`src/rtl/core/sffr_pkg.sv`:
```
`timescale 1ns / 1ps
// ----------------------------------------------------------------------------
// sffr_pkg
// Shared types, constants and the crc helper of the frame field rewriter.
// ----------------------------------------------------------------------------
package sffr_pkg;

  localparam int MAX_FIELD_BYTES = 8;
  localparam int QUEUE_DEPTH     = 2;

  localparam int BYTE_W   = 8;
  localparam int POS_W    = 16;
  localparam int FB_W     = 4;
  localparam int VALUE_W  = 64;
  localparam int CFG_IDX_W = 3;
  localparam int CFG_W    = 64;

  // register indexes of the configuration port
  localparam logic [CFG_IDX_W-1:0] CFG_REWRITE_ENABLE = 3'd0;
  localparam logic [CFG_IDX_W-1:0] CFG_FIELD_OFFSET   = 3'd1;
  localparam logic [CFG_IDX_W-1:0] CFG_FIELD_BYTES    = 3'd2;
  localparam logic [CFG_IDX_W-1:0] CFG_REPLACE_VALUE  = 3'd3;
  localparam logic [CFG_IDX_W-1:0] CFG_MIN_FRAME_LEN  = 3'd4;

  localparam logic [POS_W-1:0]  MIN_FRAME_LEN_RST = 16'd16;
  localparam logic [BYTE_W-1:0] SYNC_BYTE         = 8'hAA;
  localparam logic [BYTE_W-1:0] FRAME_TYPE_MASK   = 8'h70;
  localparam logic [15:0]       CRC_INIT          = 16'hFFFF;
  localparam logic [15:0]       CRC_POLY          = 16'h1021;

  typedef enum logic [1:0] {
    KIND_PASS   = 2'd0,
    KIND_CRC_HI = 2'd1,
    KIND_CRC_LO = 2'd2
  } sffr_kind_t;

  typedef struct packed {
    logic [BYTE_W-1:0] data;
    sffr_kind_t        kind;
    logic              fold;
    logic              last;
    logic              modified;
  } sffr_item_t;

  // crc-16/ccitt-false over one byte, msb first
  function automatic logic [15:0] crc_fold(input logic [15:0] crc_in,
                                           input logic [BYTE_W-1:0] b);
    logic [15:0] c;
    c = crc_in ^ {b, 8'h00};
    for (int i = 0; i < 8; i++) begin
      if (c[15]) begin
        c = {c[14:0], 1'b0} ^ CRC_POLY;
      end else begin
        c = {c[14:0], 1'b0};
      end
    end
    return c;
  endfunction

endpackage

```
`src/rtl/core/sffr_front.sv`:
```
`timescale 1ns / 1ps
// ----------------------------------------------------------------------------
// sffr_front
// Holds the configuration, tracks the frame header and classifies each byte.
// ----------------------------------------------------------------------------
module sffr_front #(
  parameter int MaxFieldBytes = sffr_pkg::MAX_FIELD_BYTES
) (
  input  logic                              clk,
  input  logic                              rst,
  input  logic                              cfg_we,
  input  logic [sffr_pkg::CFG_IDX_W-1:0]    cfg_index,
  input  logic [sffr_pkg::CFG_W-1:0]        cfg_data,
  input  logic                              s_tvalid,
  output logic                              s_tready,
  input  logic [sffr_pkg::BYTE_W-1:0]       s_tdata,
  input  logic                              s_tlast,
  output logic                              item_valid,
  output sffr_pkg::sffr_item_t              item,
  input  logic                              item_ready
);
  import sffr_pkg::*;

  localparam int IdxW = (MaxFieldBytes > 1) ? $clog2(MaxFieldBytes) : 1;
  localparam logic [FB_W-1:0] NbMax = FB_W'(MaxFieldBytes);

  logic               rewrite_enable;
  logic [POS_W-1:0]   field_offset;
  logic [FB_W-1:0]    field_bytes;
  logic [VALUE_W-1:0] replace_value;
  logic [POS_W-1:0]   min_frame_len;

  logic [POS_W-1:0]   pos;
  logic [POS_W-1:0]   frame_length;
  logic               sync_seen;
  logic               frame_is_target;

  logic               accept;
  logic [POS_W-1:0]   len_full;
  logic               target_dec;
  logic               target_now;
  logic [FB_W-1:0]    nb;
  logic [POS_W-1:0]   diff;
  logic               in_field;
  logic [FB_W-1:0]    sel_full;
  logic [IdxW-1:0]    sel;
  logic [BYTE_W-1:0]  field_byte;
  logic               fold_late;

  always_ff @(posedge clk) begin
    if (rst) begin
      rewrite_enable <= 1'b0;
      field_offset   <= '0;
      field_bytes    <= '0;
      replace_value  <= '0;
      min_frame_len  <= MIN_FRAME_LEN_RST;
    end else if (cfg_we) begin
      case (cfg_index)
        CFG_REWRITE_ENABLE: rewrite_enable <= cfg_data[0];
        CFG_FIELD_OFFSET:   field_offset   <= cfg_data[POS_W-1:0];
        CFG_FIELD_BYTES:    field_bytes    <= cfg_data[FB_W-1:0];
        CFG_REPLACE_VALUE:  replace_value  <= cfg_data[VALUE_W-1:0];
        CFG_MIN_FRAME_LEN:  min_frame_len  <= cfg_data[POS_W-1:0];
        default: ;
      endcase
    end
  end

  assign accept     = s_tvalid & item_ready;
  assign s_tready   = item_ready;
  assign item_valid = s_tvalid;

  assign len_full   = {frame_length[POS_W-1:BYTE_W], s_tdata};
  assign target_dec = rewrite_enable && sync_seen && (len_full >= min_frame_len) &&
                      (field_offset < len_full);
  assign target_now = (pos == 16'd3) ? target_dec : frame_is_target;

  assign nb       = (field_bytes > NbMax) ? NbMax : field_bytes;
  assign diff     = pos - field_offset;
  assign in_field = (pos < frame_length) && (pos >= field_offset) &&
                    (diff < {{(POS_W-FB_W){1'b0}}, nb});
  // most significant used byte goes first
  assign sel_full   = nb - 4'd1 - diff[FB_W-1:0];
  assign sel        = sel_full[IdxW-1:0];
  assign field_byte = replace_value[{sel, 3'b000} +: BYTE_W];
  assign fold_late  = ({1'b0, pos} + 17'd2) < {1'b0, frame_length};

  always_comb begin
    item.data     = s_tdata;
    item.kind     = KIND_PASS;
    item.fold     = 1'b1;
    item.last     = s_tlast;
    item.modified = s_tlast & target_now;
    if (pos > 16'd3) begin
      item.fold = fold_late;
      if (frame_is_target) begin
        if ((frame_length >= 16'd2) && (pos == frame_length - 16'd2)) begin
          item.kind = KIND_CRC_HI;
        end else if ((frame_length >= 16'd1) && (pos == frame_length - 16'd1)) begin
          item.kind = KIND_CRC_LO;
        end else if (in_field) begin
          item.data = field_byte;
        end
      end
    end
  end

  always_ff @(posedge clk) begin
    if (rst) begin
      pos             <= '0;
      frame_length    <= '0;
      sync_seen       <= 1'b0;
      frame_is_target <= 1'b0;
    end else if (accept) begin
      if (s_tlast) begin
        pos             <= '0;
        frame_length    <= '0;
        sync_seen       <= 1'b0;
        frame_is_target <= 1'b0;
      end else begin
        if (pos != {POS_W{1'b1}}) begin
          pos <= pos + 16'd1;
        end
        case (pos)
          16'd0: sync_seen <= (s_tdata == SYNC_BYTE);
          16'd1: begin
            if ((s_tdata & FRAME_TYPE_MASK) != 8'h00) begin
              sync_seen <= 1'b0;
            end
          end
          16'd2: frame_length <= {s_tdata, 8'h00};
          16'd3: begin
            frame_length[BYTE_W-1:0] <= s_tdata;
            frame_is_target          <= target_dec;
          end
          default: ;
        endcase
      end
    end
  end

`ifndef ASSERT_OFF
  a_pos_clear: assert property (@(posedge clk) disable iff (rst)
    (accept && s_tlast) |=> (pos == '0 && !frame_is_target))
    else $error("position not cleared after frame end");
  a_target_fixed: assert property (@(posedge clk) disable iff (rst)
    (accept && !s_tlast && pos > 16'd3) |=> $stable(frame_is_target))
    else $error("target decision changed after header");
`endif

endmodule

```
`src/rtl/core/sffr_queue.sv`:
```
`timescale 1ns / 1ps
// ----------------------------------------------------------------------------
// sffr_queue
// Short in-order queue of classified bytes between front and back.
// ----------------------------------------------------------------------------
module sffr_queue #(
  parameter int Depth = sffr_pkg::QUEUE_DEPTH
) (
  input  logic                 clk,
  input  logic                 rst,
  input  logic                 push_valid,
  output logic                 push_ready,
  input  sffr_pkg::sffr_item_t push_item,
  output logic                 pop_valid,
  input  logic                 pop_ready,
  output sffr_pkg::sffr_item_t pop_item
);
  import sffr_pkg::*;

  localparam int PtrW = (Depth > 1) ? $clog2(Depth) : 1;
  localparam int CntW = $clog2(Depth + 1);
  localparam logic [PtrW-1:0] LastPtr  = PtrW'(Depth - 1);
  localparam logic [CntW-1:0] DepthCnt = CntW'(Depth);

  sffr_item_t      entries [Depth];
  logic [PtrW-1:0] wr_ptr;
  logic [PtrW-1:0] rd_ptr;
  logic [CntW-1:0] count;
  logic            push;
  logic            pop;

  assign push_ready = (count != DepthCnt);
  assign pop_valid  = (count != '0);
  assign push       = push_valid & push_ready;
  assign pop        = pop_valid & pop_ready;
  assign pop_item   = entries[rd_ptr];

  always_ff @(posedge clk) begin
    if (push) begin
      entries[wr_ptr] <= push_item;
    end
  end

  always_ff @(posedge clk) begin
    if (rst) begin
      wr_ptr <= '0;
      rd_ptr <= '0;
      count  <= '0;
    end else begin
      if (push) begin
        wr_ptr <= (wr_ptr == LastPtr) ? '0 : wr_ptr + 1'b1;
      end
      if (pop) begin
        rd_ptr <= (rd_ptr == LastPtr) ? '0 : rd_ptr + 1'b1;
      end
      if (push && !pop) begin
        count <= count + 1'b1;
      end else if (pop && !push) begin
        count <= count - 1'b1;
      end
    end
  end

`ifndef ASSERT_OFF
  a_count_range: assert property (@(posedge clk) disable iff (rst)
    count <= DepthCnt)
    else $error("queue count out of range");
  a_count_up: assert property (@(posedge clk) disable iff (rst)
    (push && !pop) |=> (count == $past(count) + 1'b1))
    else $error("queue count missed a push");
`endif

endmodule

```
`src/rtl/core/sffr_back.sv`:
```
`timescale 1ns / 1ps
// ----------------------------------------------------------------------------
// sffr_back
// Keeps the running crc, inserts crc bytes and drives the output register.
// ----------------------------------------------------------------------------
module sffr_back (
  input  logic                        clk,
  input  logic                        rst,
  input  logic                        item_valid,
  output logic                        item_ready,
  input  sffr_pkg::sffr_item_t        item,
  output logic                        m_tvalid,
  input  logic                        m_tready,
  output logic [sffr_pkg::BYTE_W-1:0] m_tdata,   // out_byte
  output logic                        m_tlast,
  output logic                        m_tuser    // frame_modified
);
  import sffr_pkg::*;

  logic [15:0]       running_crc;
  logic [BYTE_W-1:0] ob;
  logic              take;

  assign item_ready = !m_tvalid || m_tready;
  assign take       = item_valid && item_ready;

  always_comb begin
    case (item.kind)
      KIND_CRC_HI: ob = running_crc[15:8];
      KIND_CRC_LO: ob = running_crc[7:0];
      default:     ob = item.data;
    endcase
  end

  always_ff @(posedge clk) begin
    if (rst) begin
      running_crc <= CRC_INIT;
      m_tvalid    <= 1'b0;
    end else begin
      if (take) begin
        m_tvalid <= 1'b1;
        if (item.last) begin
          running_crc <= CRC_INIT;
        end else if (item.fold) begin
          running_crc <= crc_fold(running_crc, ob);
        end
      end else if (m_tready) begin
        m_tvalid <= 1'b0;
      end
    end
  end

  always_ff @(posedge clk) begin
    if (take) begin
      m_tdata <= ob;
      m_tlast <= item.last;
      m_tuser <= item.modified;
    end
  end

`ifndef ASSERT_OFF
  a_crc_restart: assert property (@(posedge clk) disable iff (rst)
    (take && item.last) |=> (running_crc == CRC_INIT))
    else $error("crc not restarted after frame end");
  a_crc_hold: assert property (@(posedge clk) disable iff (rst)
    (take && !item.fold && !item.last) |=> $stable(running_crc))
    else $error("crc moved on an unfolded byte");
`endif

endmodule

```
`src/rtl/core/synchrophasor_frame_field_rewrite.sv`:
```
`timescale 1ns / 1ps
// ----------------------------------------------------------------------------
// synchrophasor_frame_field_rewrite
// Byte stream rewriter: replaces a configured field of data frames and
// rewrites the trailing crc-16/ccitt-false.
// ----------------------------------------------------------------------------
//  channel   direction  handshake          payload
//  s_*       in         tvalid / tready    tdata = data_byte, tlast = last_byte
//  m_*       out        tvalid / tready    tdata = out_byte, tlast = out_last,
//                                          tuser = frame_modified
//  cfg_*     in         we (no wait)       index, data
//
//  one byte per cycle while the output side takes bytes; each byte is registered
//  on its way out (front into the queue, then the crc stage into the output
//  reg)
//  the crc fold of one byte in the back stage sets the per-cycle path
//  synchronous active-high reset, no clearing pass
//  a two-entry queue and the output register let each side stall on its own
// ----------------------------------------------------------------------------
module synchrophasor_frame_field_rewrite #(
  parameter int MaxFieldBytes = sffr_pkg::MAX_FIELD_BYTES,
  parameter int QueueDepth    = sffr_pkg::QUEUE_DEPTH
) (
  input  logic                           clk,
  input  logic                           rst,
  input  logic                           cfg_we,
  input  logic [sffr_pkg::CFG_IDX_W-1:0] cfg_index,
  input  logic [sffr_pkg::CFG_W-1:0]     cfg_data,
  input  logic                           s_tvalid,
  output logic                           s_tready,
  input  logic [sffr_pkg::BYTE_W-1:0]    s_tdata,   // data_byte
  input  logic                           s_tlast,
  output logic                           m_tvalid,
  input  logic                           m_tready,
  output logic [sffr_pkg::BYTE_W-1:0]    m_tdata,   // out_byte
  output logic                           m_tlast,
  output logic                           m_tuser    // frame_modified
);
  import sffr_pkg::*;

  logic       f_valid;
  logic       f_ready;
  sffr_item_t f_item;
  logic       b_valid;
  logic       b_ready;
  sffr_item_t b_item;

  sffr_front #(
    .MaxFieldBytes(MaxFieldBytes)
  ) u_front (
    .clk        (clk),
    .rst        (rst),
    .cfg_we     (cfg_we),
    .cfg_index  (cfg_index),
    .cfg_data   (cfg_data),
    .s_tvalid   (s_tvalid),
    .s_tready   (s_tready),
    .s_tdata    (s_tdata),
    .s_tlast    (s_tlast),
    .item_valid (f_valid),
    .item       (f_item),
    .item_ready (f_ready)
  );

  sffr_queue #(
    .Depth(QueueDepth)
  ) u_queue (
    .clk        (clk),
    .rst        (rst),
    .push_valid (f_valid),
    .push_ready (f_ready),
    .push_item  (f_item),
    .pop_valid  (b_valid),
    .pop_ready  (b_ready),
    .pop_item   (b_item)
  );

  sffr_back u_back (
    .clk        (clk),
    .rst        (rst),
    .item_valid (b_valid),
    .item_ready (b_ready),
    .item       (b_item),
    .m_tvalid   (m_tvalid),
    .m_tready   (m_tready),
    .m_tdata    (m_tdata),
    .m_tlast    (m_tlast),
    .m_tuser    (m_tuser)
  );

endmodule
```
`config.mk`:
```
export PLATFORM = sky130hd
export DESIGN_NAME = synchrophasor_frame_field_rewrite
export DESIGN_NICKNAME = d
export VERILOG_FILES = /design/src/rtl/core/sffr_pkg.sv /design/src/rtl/core/sffr_front.sv /design/src/rtl/core/sffr_queue.sv /design/src/rtl/core/sffr_back.sv /design/src/rtl/core/synchrophasor_frame_field_rewrite.sv
export SDC_FILE = /design/constraint.sdc
export NUM_CORES = 1
export LEC_CHECK = 0
export BUFFER_PORTS_ARGS = -buffer_cell sky130_fd_sc_hd__buf_2
export CAP_MARGIN = 40
export CORE_MARGIN = 2
export CORE_UTILIZATION = 30
export CTS_BUF_LIST = sky130_fd_sc_hd__clkbuf_16
export CTS_CLUSTER_DIAMETER = 150
export DETAILED_ROUTE_END_ITERATION = 10
export PLACE_DENSITY = 0.54
export SYNTH_ARGS = -nofsm -noshare
export SYNTH_HDL_FRONTEND = slang
export SYNTH_HIERARCHICAL = 1
export SYNTH_SLANG_ARGS = --single-unit
```
`constraint.sdc`:
```
create_clock -name clk -period 10.2 [get_ports clk]
set_clock_uncertainty 0.2 [all_clocks]
set_input_delay 0.51 -clock clk [delete_from_list [all_inputs] [get_ports clk]]
set_output_delay 0.51 -clock clk [all_outputs]
set_load 0.02 [all_outputs]
```
==> results of run 1 <==
-- power by group through the flow --
stage               clock network, µW  registers (µW)  logic, µW
global route                      790             951        860
CTS                               762             941        784
floorplan                           0             963        579
finish                            743             941        781
detailed placement                  0             959        780
global placement                    0             955        756
-- worst paths after layout --
path	start	to	slack, ns	depth (start not counted)
hold / removal	cfg_data[16]	u_front/replace_value[16]$_SDFFE_PP0P_	0.1	3
hold reg to reg	u_front/replace_value[47]$_SDFFE_PP0P_	u_front/replace_value[47]$_SDFFE_PP0P_	0.25	2
setup / recovery	u_front/pos[1]$_SDFFE_PP0P_	u_queue/entries[0][12]$_DFFE_PP_	5.72	12
setup reg to reg	u_front/pos[1]$_SDFFE_PP0P_	u_queue/entries[0][12]$_DFFE_PP_	5.72	12
-- per-layer routing --
layer	vias to the layer above	routed length [µm]	track usage
li1	5039	-	-
met1	4929	16500	0.231
met2	276	15500	0.264
met3	48	1780	0.0244
met4	0	936	0.0597
met5	-	0	0
-- cells in the mapped netlist, types with 7 or more instances --
master,count,area share
nand2_1,242,0.076
a21oi_1,160,0.067
dfxtp_1,157,0.26
ha_1,93,0.097
nor2_1,83,0.026
inv_1,74,0.023
clkbuf_1,65,0.020
edfxtp_1,36,0.090
xor2_1,35,0.026
xnor2_1,33,0.024
nand3_1,28,0.012
o21ai_0,26,0.011
nand4_1,24,0.013
mux2i_1,22,0.018
nand2b_1,18,0.0094
nor3_1,18,0.0075
mux2_2,16,0.015
mux4_2,16,0.030
a21o_1,14,0.0088
nand3b_1,14,0.0088
nor4_1,14,0.0073
and3_1,12,0.0063
a211o_1,11,0.0080
a31oi_1,10,0.0052
a21boi_0,9,0.0056
a22oi_1,8,0.0050
nor2b_1,8,0.0042
o21a_1,8,0.0050
buf_2,7,0.0029
o21bai_1,7,0.0044
-- registers in the layout, summed over array words and instances (netlist names), 2 cells and up, named ones only --
signal                 cells
u_front/replace_value     64
u_queue/entries           26
u_back/running_crc        16
u_front/field_offset      16
u_front/frame_length      16
u_front/min_frame_len     16
u_front/pos               16
u_back/m_tdata             8
u_front/field_bytes        4
u_queue/count              2
-- metrics by stage --
step / util / area (µm²) / cells / power [µW] / setup WS (ns)
after detailed placement: 0.325 / 12900 / 1947 / 1740 / 5.72
after CTS: 0.342 / 13500 / 1979 / 2490 / 5.69
after global placement: 0.323 / 12800 / 1940 / 1710 / 5.80
after global routing: 0.342 / 13500 / 1979 / 2600 / 5.43
after floorplan: - / 12000 / 1403 / 1540 / 6.28
final: 0.342 / 13500 / 1980 / 2460 / 5.72
-- worst min-delay path, delay by kind of cell --
family                 cells  cell delay [ns]
AND/OR/NAND/NOR            1             0.05
AO/OA/AOI/OAI              1             0.05
buffers and inverters      1             0.09
-- layout make-up --
type | instances | area, µm² | share of cell area
inverters | 74 | 278 | 0.0206
clock buffers | 17 | 425 | 0.0315
multi-input cells | 1053 | 7120 | 0.527
diodes | 1 | 2.50 | 0.000185
clock inverters | 15 | 219 | 0.0162
flip-flops and latches | 193 | 4220 | 0.313
well taps | 525 | 657 | 0.0486
repair buffers | 102 | 589 | 0.0436
-- logic make-up (layout without fill, tap and decap cells) --
logic type | after synthesis | count (layout) | share of synthesized area
buffers and inverters | 157 | 208 | 0.0535
other | 0 | 1 | 0
adder cells (fa/ha/maj) | 95 | 95 | 0.100
AND/OR/NAND/NOR | 513 | 513 | 0.205
AO/OA/AOI/OAI | 322 | 322 | 0.174
multiplexers | 54 | 54 | 0.0635
XOR/XNOR | 69 | 69 | 0.0511
flip-flops | 193 | 193 | 0.353
==> results.md, run 1 <==
* CP cell instances: inv_1, fa_1, inv_1, fa_1, a21oi_1, o22ai_1, a221o_1, nor4_1, nand3_1, or4_4, nor4_4, mux2i_1
* Clock Latency Late Sink at between 0.4 and 0.5 ns
* WP data arrival at ~4.4 ns
* WP data required at slightly above 10 ns
* Reg clk slew, reported paths at 0.08 ns
* Drt wl/cell at about 18 µm
* Final setup viols at 0
* CTS tree: built
* Hold Buf Count CTS at 0
* Register bit total from synthesis at ~190
* Detailed-route via count at between 10000 and 15000
* Drt first pass iters at 5
* DRT iter0 DRCs at a little over 800
* Port Buffer Count at ~90
* Drc violations at 0
* Fmax at between 200 and 250 MHz
* TNS Setup at 0 ns
* Kind of launch point of the worst setup path: flip-flop
* Commonest non-fill, non-tap cell in the layout: nand2_1
* Status: completed
* Psw at roughly 850 µW
* Internal at around 1600 µW
* Slew Limit Headroom at 0.313
* Hold Path Class: in -> reg
* Layout cells sized above 1 at 0.135
* Die width at roughly 200 µm
* Die area at ~42000 µm²
* Synth Instances at between 1000 and 1500
* DRT Wirelength at around 35000 µm
* Longest Clk Path Bufs at 2
* CP Capture Type: flip-flop
* Mean Syn Cell Area at 8.54 µm²
* Clock root cell: clkbuf_16
* Initial antenna violation count at 0
* Clock sinks at between 150 and 200
* Post-Syn Area at 12000 µm²
* Post-route minimum period at approximately 4.5 ns
* Post-DP HPWL at approximately 26000 µm
* PD cells at ~180 nW/µm²
* NumNets Final at 1617
* Logic pwr share at 0.317
* Setup Buffers After CTS at 0
* GP Congestion at 0.885
* Seq/Total Area, Yosys at 0.353
* Starting Density at 0.303
* CP max stage cell: nor4_4
* Largest net degree at the start of global routing at 70
* Via/cell ratio at between 5 and 6
* RSZ-0062 raised after global routing: no
* Number of gates resized after CTS at 0
* Die Y-Extent at between 200 and 250 µm
* Post-synth EDFFs at 36
* Number of max-cap violations at 0
* Final slew viol count at 0
* Ports at between 90 and 100
* Final ANT Viol Nets at 0
* Total gr overflow at 0
* Num CTS Buffers at 17
* Most frequent cells in the layout: nand2_1 (242), a21oi_1 (160), dfxtp_1 (157)
* Post-synth top flop: dfxtp_1
* Max incr delay on CP at ~0.6 ns
* Number of global-route vias before repair at between 9000 and 10000
* Final Cycle Share at 0.439
* CTS H-Tree Depth at 4
* Leakage at 0.00514 µW
* First-pass GRT wire length at ~55000 µm
* WS Path Type: reg -> reg
* Tightest Pin Transition at 1.02 ns
* Synth-to-layout area growth at 12.8%
* Core Rows at between 70 and 80
* Netlist cell types at 91
* Syn. warnings at 6
* Sequential Power Share at 0.382
* Max IR drop VDD at 0.111 mV
* Crit path max-delay family: simple AND/OR/NAND/NOR gates
* CP max FO at 10
* Synthesized net count at between 1500 and 2000
* FFs w/ async S/R, synth at 0
* Buf/Inv on CP at 2
* Clock network fraction of total power at 0.301
* Hold_ws at 0.0987 ns
* Fillers at roughly 4100
* Final Hold Fails at 0
* CORE AREA at ~40000 µm²
* Net Sw Frac at 0.343
* Total GRT Usage at 0.167
(Power assumes the default switching activity.)
==> inputs of run 2 (changes only) <==
- clock period: 10.2 -> 4.55 ns (I/O delays scaled with it)
==> run 2 against run 1 <==
  * Cell area grew 5.2%
  * Global-route usage grew 0.79 points
  * Sequential power is 120% higher
  * Die area did not move
  * Critical path depth rose by 2
  * Final cell count up 4.3%
  * Flip-flop and latch count stayed put
  * Worst setup slack worse by 5.3 ns
  * Highest routed layer unchanged
==> results.md, run 2 (synthesized netlist as in run 1, its figures left out) <==
* TNS Setup at 0 ns (unchanged)
* Number of global-route vias before repair at 10356 (was 9885)
* Most Crowded Layer GR: met2 (unchanged)
* Drt wl/cell at 17.4 µm (was 17.5 µm)
* Fmax at 242 MHz (was 223 MHz)
* WS Path Type: reg -> reg (unchanged)
* First-pass GRT wire length at 56900 µm (was 54600 µm)
* Setup slack after placement at 0.467 ns (was 5.72 ns)
* Clock root cell: clkbuf_16 (unchanged)
* Die area at 41500 µm² (unchanged)
* CORE AREA at 39500 µm² (unchanged)
* CP startpoint: u_front/pos[0]$_SDFFE_PP0P_ (was u_front/pos[1]$_SDFFE_PP0P_)
* Post-DP HPWL at 26300 µm (was 26100 µm)
* Status: completed (unchanged)
* CP max FO at 8 (was 10)
* GP Congestion at 0.911 (was 0.885)
* Synth-to-layout area growth at 18.7% (was 12.8%)
* Max IR drop VDD at 0.280 mV (was 0.111 mV)
* Final setup viols at 0 (unchanged)
* Hold_sp: cfg_we (was cfg_data[16])
* Final ANT Viol Nets at 0 (unchanged)
* Leading registers by flop count: u_front/replace_value (64), u_queue/entries (26) (unchanged)
* CP max stage cell: fa_1 (was nor4_4)
* Clock sinks at 193 (unchanged)
* DRT iter0 DRCs at 792 (was 819)
* Total gr overflow at 0 (unchanged)
* DRT Wirelength at 35900 µm (was 34700 µm)
* Hold path cells at 4 (was 3)
* CP cell instances: inv_1, ha_1, fa_1, inv_1, fa_1, a21oi_1, o22ai_1, a221o_1, nor4_1, nand3_1, or4_4, nor4_4, buf_4, mux2i_1 (was inv_1, fa_1, inv_1, fa_1, a21oi_1, o22ai_1, a221o_1, nor4_1, nand3_1, or4_4, nor4_4, mux2i_1)
* Clock Latency Late Sink at 0.45 ns (about the same)
* Number of max-cap violations at 0 (unchanged)
* Starting Density at 0.303 (unchanged)
* Post-route minimum period at 4.14 ns (was 4.48 ns)
* Slew Limit Headroom at 0.376 (was 0.313)
* Port Buffer Count at 92 (unchanged)
* Final Cycle Share at 0.909 (was 0.439)
* Final Hold Fails at 0 (unchanged)
* CP Capture Type: flip-flop (unchanged)
* Met1 Resource Use GR at 0.240 (was 0.231)
* Reg clk slew, reported paths at 0.07 ns (was 0.08 ns)
* Largest register by flop count: u_front/replace_value (unchanged)
* Core Rows at 73 (unchanged)
* Final slew viol count at 0 (unchanged)
* Routing usage on met3 at 0.0277 (was 0.0244)
* Die width at 204 µm (unchanged)
* Util after Layout at 0.360 (was 0.342)
* Hold Path Class: in -> reg (unchanged)
* CTS tree: built (unchanged)
* Max incr delay on CP at 0.49 ns (was 0.60 ns)
* Layout cells sized above 1 at 0.132 (was 0.135)
* Largest net degree at the start of global routing at 74 (was 70)
* Most frequent cells in the layout: nand2_1 (242), a21oi_1 (160), dfxtp_1 (157) (unchanged)
* Total GRT Usage at 0.175 (was 0.167)
* Die Y-Extent at 204 µm (unchanged)
* RSZ-0062 raised after global routing: no (unchanged)
* Num CTS Buffers at 17 (unchanged)
* Via/cell ratio at 5.16 (was 5.20)
* Kind of launch point of the worst setup path: flip-flop (unchanged)
* NumNets Final at 1703 (was 1617)
* CTS H-Tree Depth at 4 (unchanged)
* Detailed-route via count at 10649 (was 10292)
* PD cells at 376 nW/µm² (was 182 nW/µm²)
* Drt first pass iters at 5 (unchanged)
* Worst R2R Path Depth at 14 (was 12)
* WP data arrival at 4.20 ns (was 4.43 ns)
* Ports at 93 (unchanged)
* Tightest Pin Transition at 0.936 ns (was 1.02 ns)
* Reg2Reg Launch Point: u_front/pos[0]$_SDFFE_PP0P_ (was u_front/pos[1]$_SDFFE_PP0P_)
* Commonest non-fill, non-tap cell in the layout: nand2_1 (unchanged)
* Max FFs per register at 64 (unchanged)
* Ant diodes at 0 (was 1)
* Crit path setup slack, layout at 0.414 ns (was 5.72 ns)
* Met2 usage at 0.283 (was 0.264)
* Drc violations at 0 (unchanged)
* Initial antenna violation count at 0 (unchanged)
* WP data required at 4.62 ns (was 10.15 ns)
* Leakage at 0.00544 µW (was 0.00514 µW)
* Longest Clk Path Bufs at 2 (unchanged)
[run 2: final timing paths]
path | to | slack [ns]
hold / removal | u_front/rewrite_enable$_SDFFE_PP0P_ | 0.07
setup / recovery | u_queue/entries[1][6]$_DFFE_PP_ | 0.41
hold reg to reg | u_front/replace_value[20]$_SDFFE_PP0P_ | 0.25
setup reg to reg | u_queue/entries[1][6]$_DFFE_PP_ | 0.41
[run 2: worst max-delay path, delay by kind of cell, from the launching register on]
kind                       cells  cell delay, ns
muxes                          1            0.26
and+or+nand+nor                4            0.93
AOI/OAI and AO/OA              3            0.53
DFF                            1            0.41
adders and majority gates      3            1.18
buffers and inverters          3            0.44
[run 2: timing repair]
action | in CTS | in global routing
hold buffers | 78 | 0
setup buffers | 0 | 0
hold endpoints to repair | 119 | 0
resized for setup | 0 | 0
[run 2: layout make-up]
cell class	instances	area (µm²)
clock buffer	17	425
clock inverter	15	128
fill	4073	25300
inverter	74	278
multi-input combinational	1053	7120
sequential	193	4220
tap	525	657
timing repair buffer	188	1390
[run 2: where the power goes]
group / leakage [µW] / switching (µW) / total (µW) / internal, µW
Combinational: 0.00357 / 1060 / 1820 / 766
Clock: 0.000264 / 723 / 1440 / 716
Sequential: 0.00160 / 132 / 2090 / 1960
[run 2: metrics by stage]
stage | instances | power [µW] | hold slack (ns) | cell area (µm²)
after floorplan | 1403 | 3460 | 0.0966 | 12000
after global placement | 1952 | 3860 | 0.240 | 12900
after detailed placement | 1955 | 3900 | 0.246 | 12900
after CTS | 2065 | 5390 | 0.0515 | 14200
after global routing | 2065 | 5660 | 0.0848 | 14200
final | 2065 | 5350 | 0.0657 | 14200
[run 2: layer usage]
| metal | part of all wire | vias to the layer above | wire, µm |
|---|---|---|---|
| met1 | 0.48 | 5117 | 17100 |
| met3 | 0.046 | 35 | 1640 |
| met2 | 0.46 | 286 | 16400 |
| met4 | 0.021 | 0 | 741 |
| met5 | 0 | - | 0 |
| li1 | - | 5211 | - |
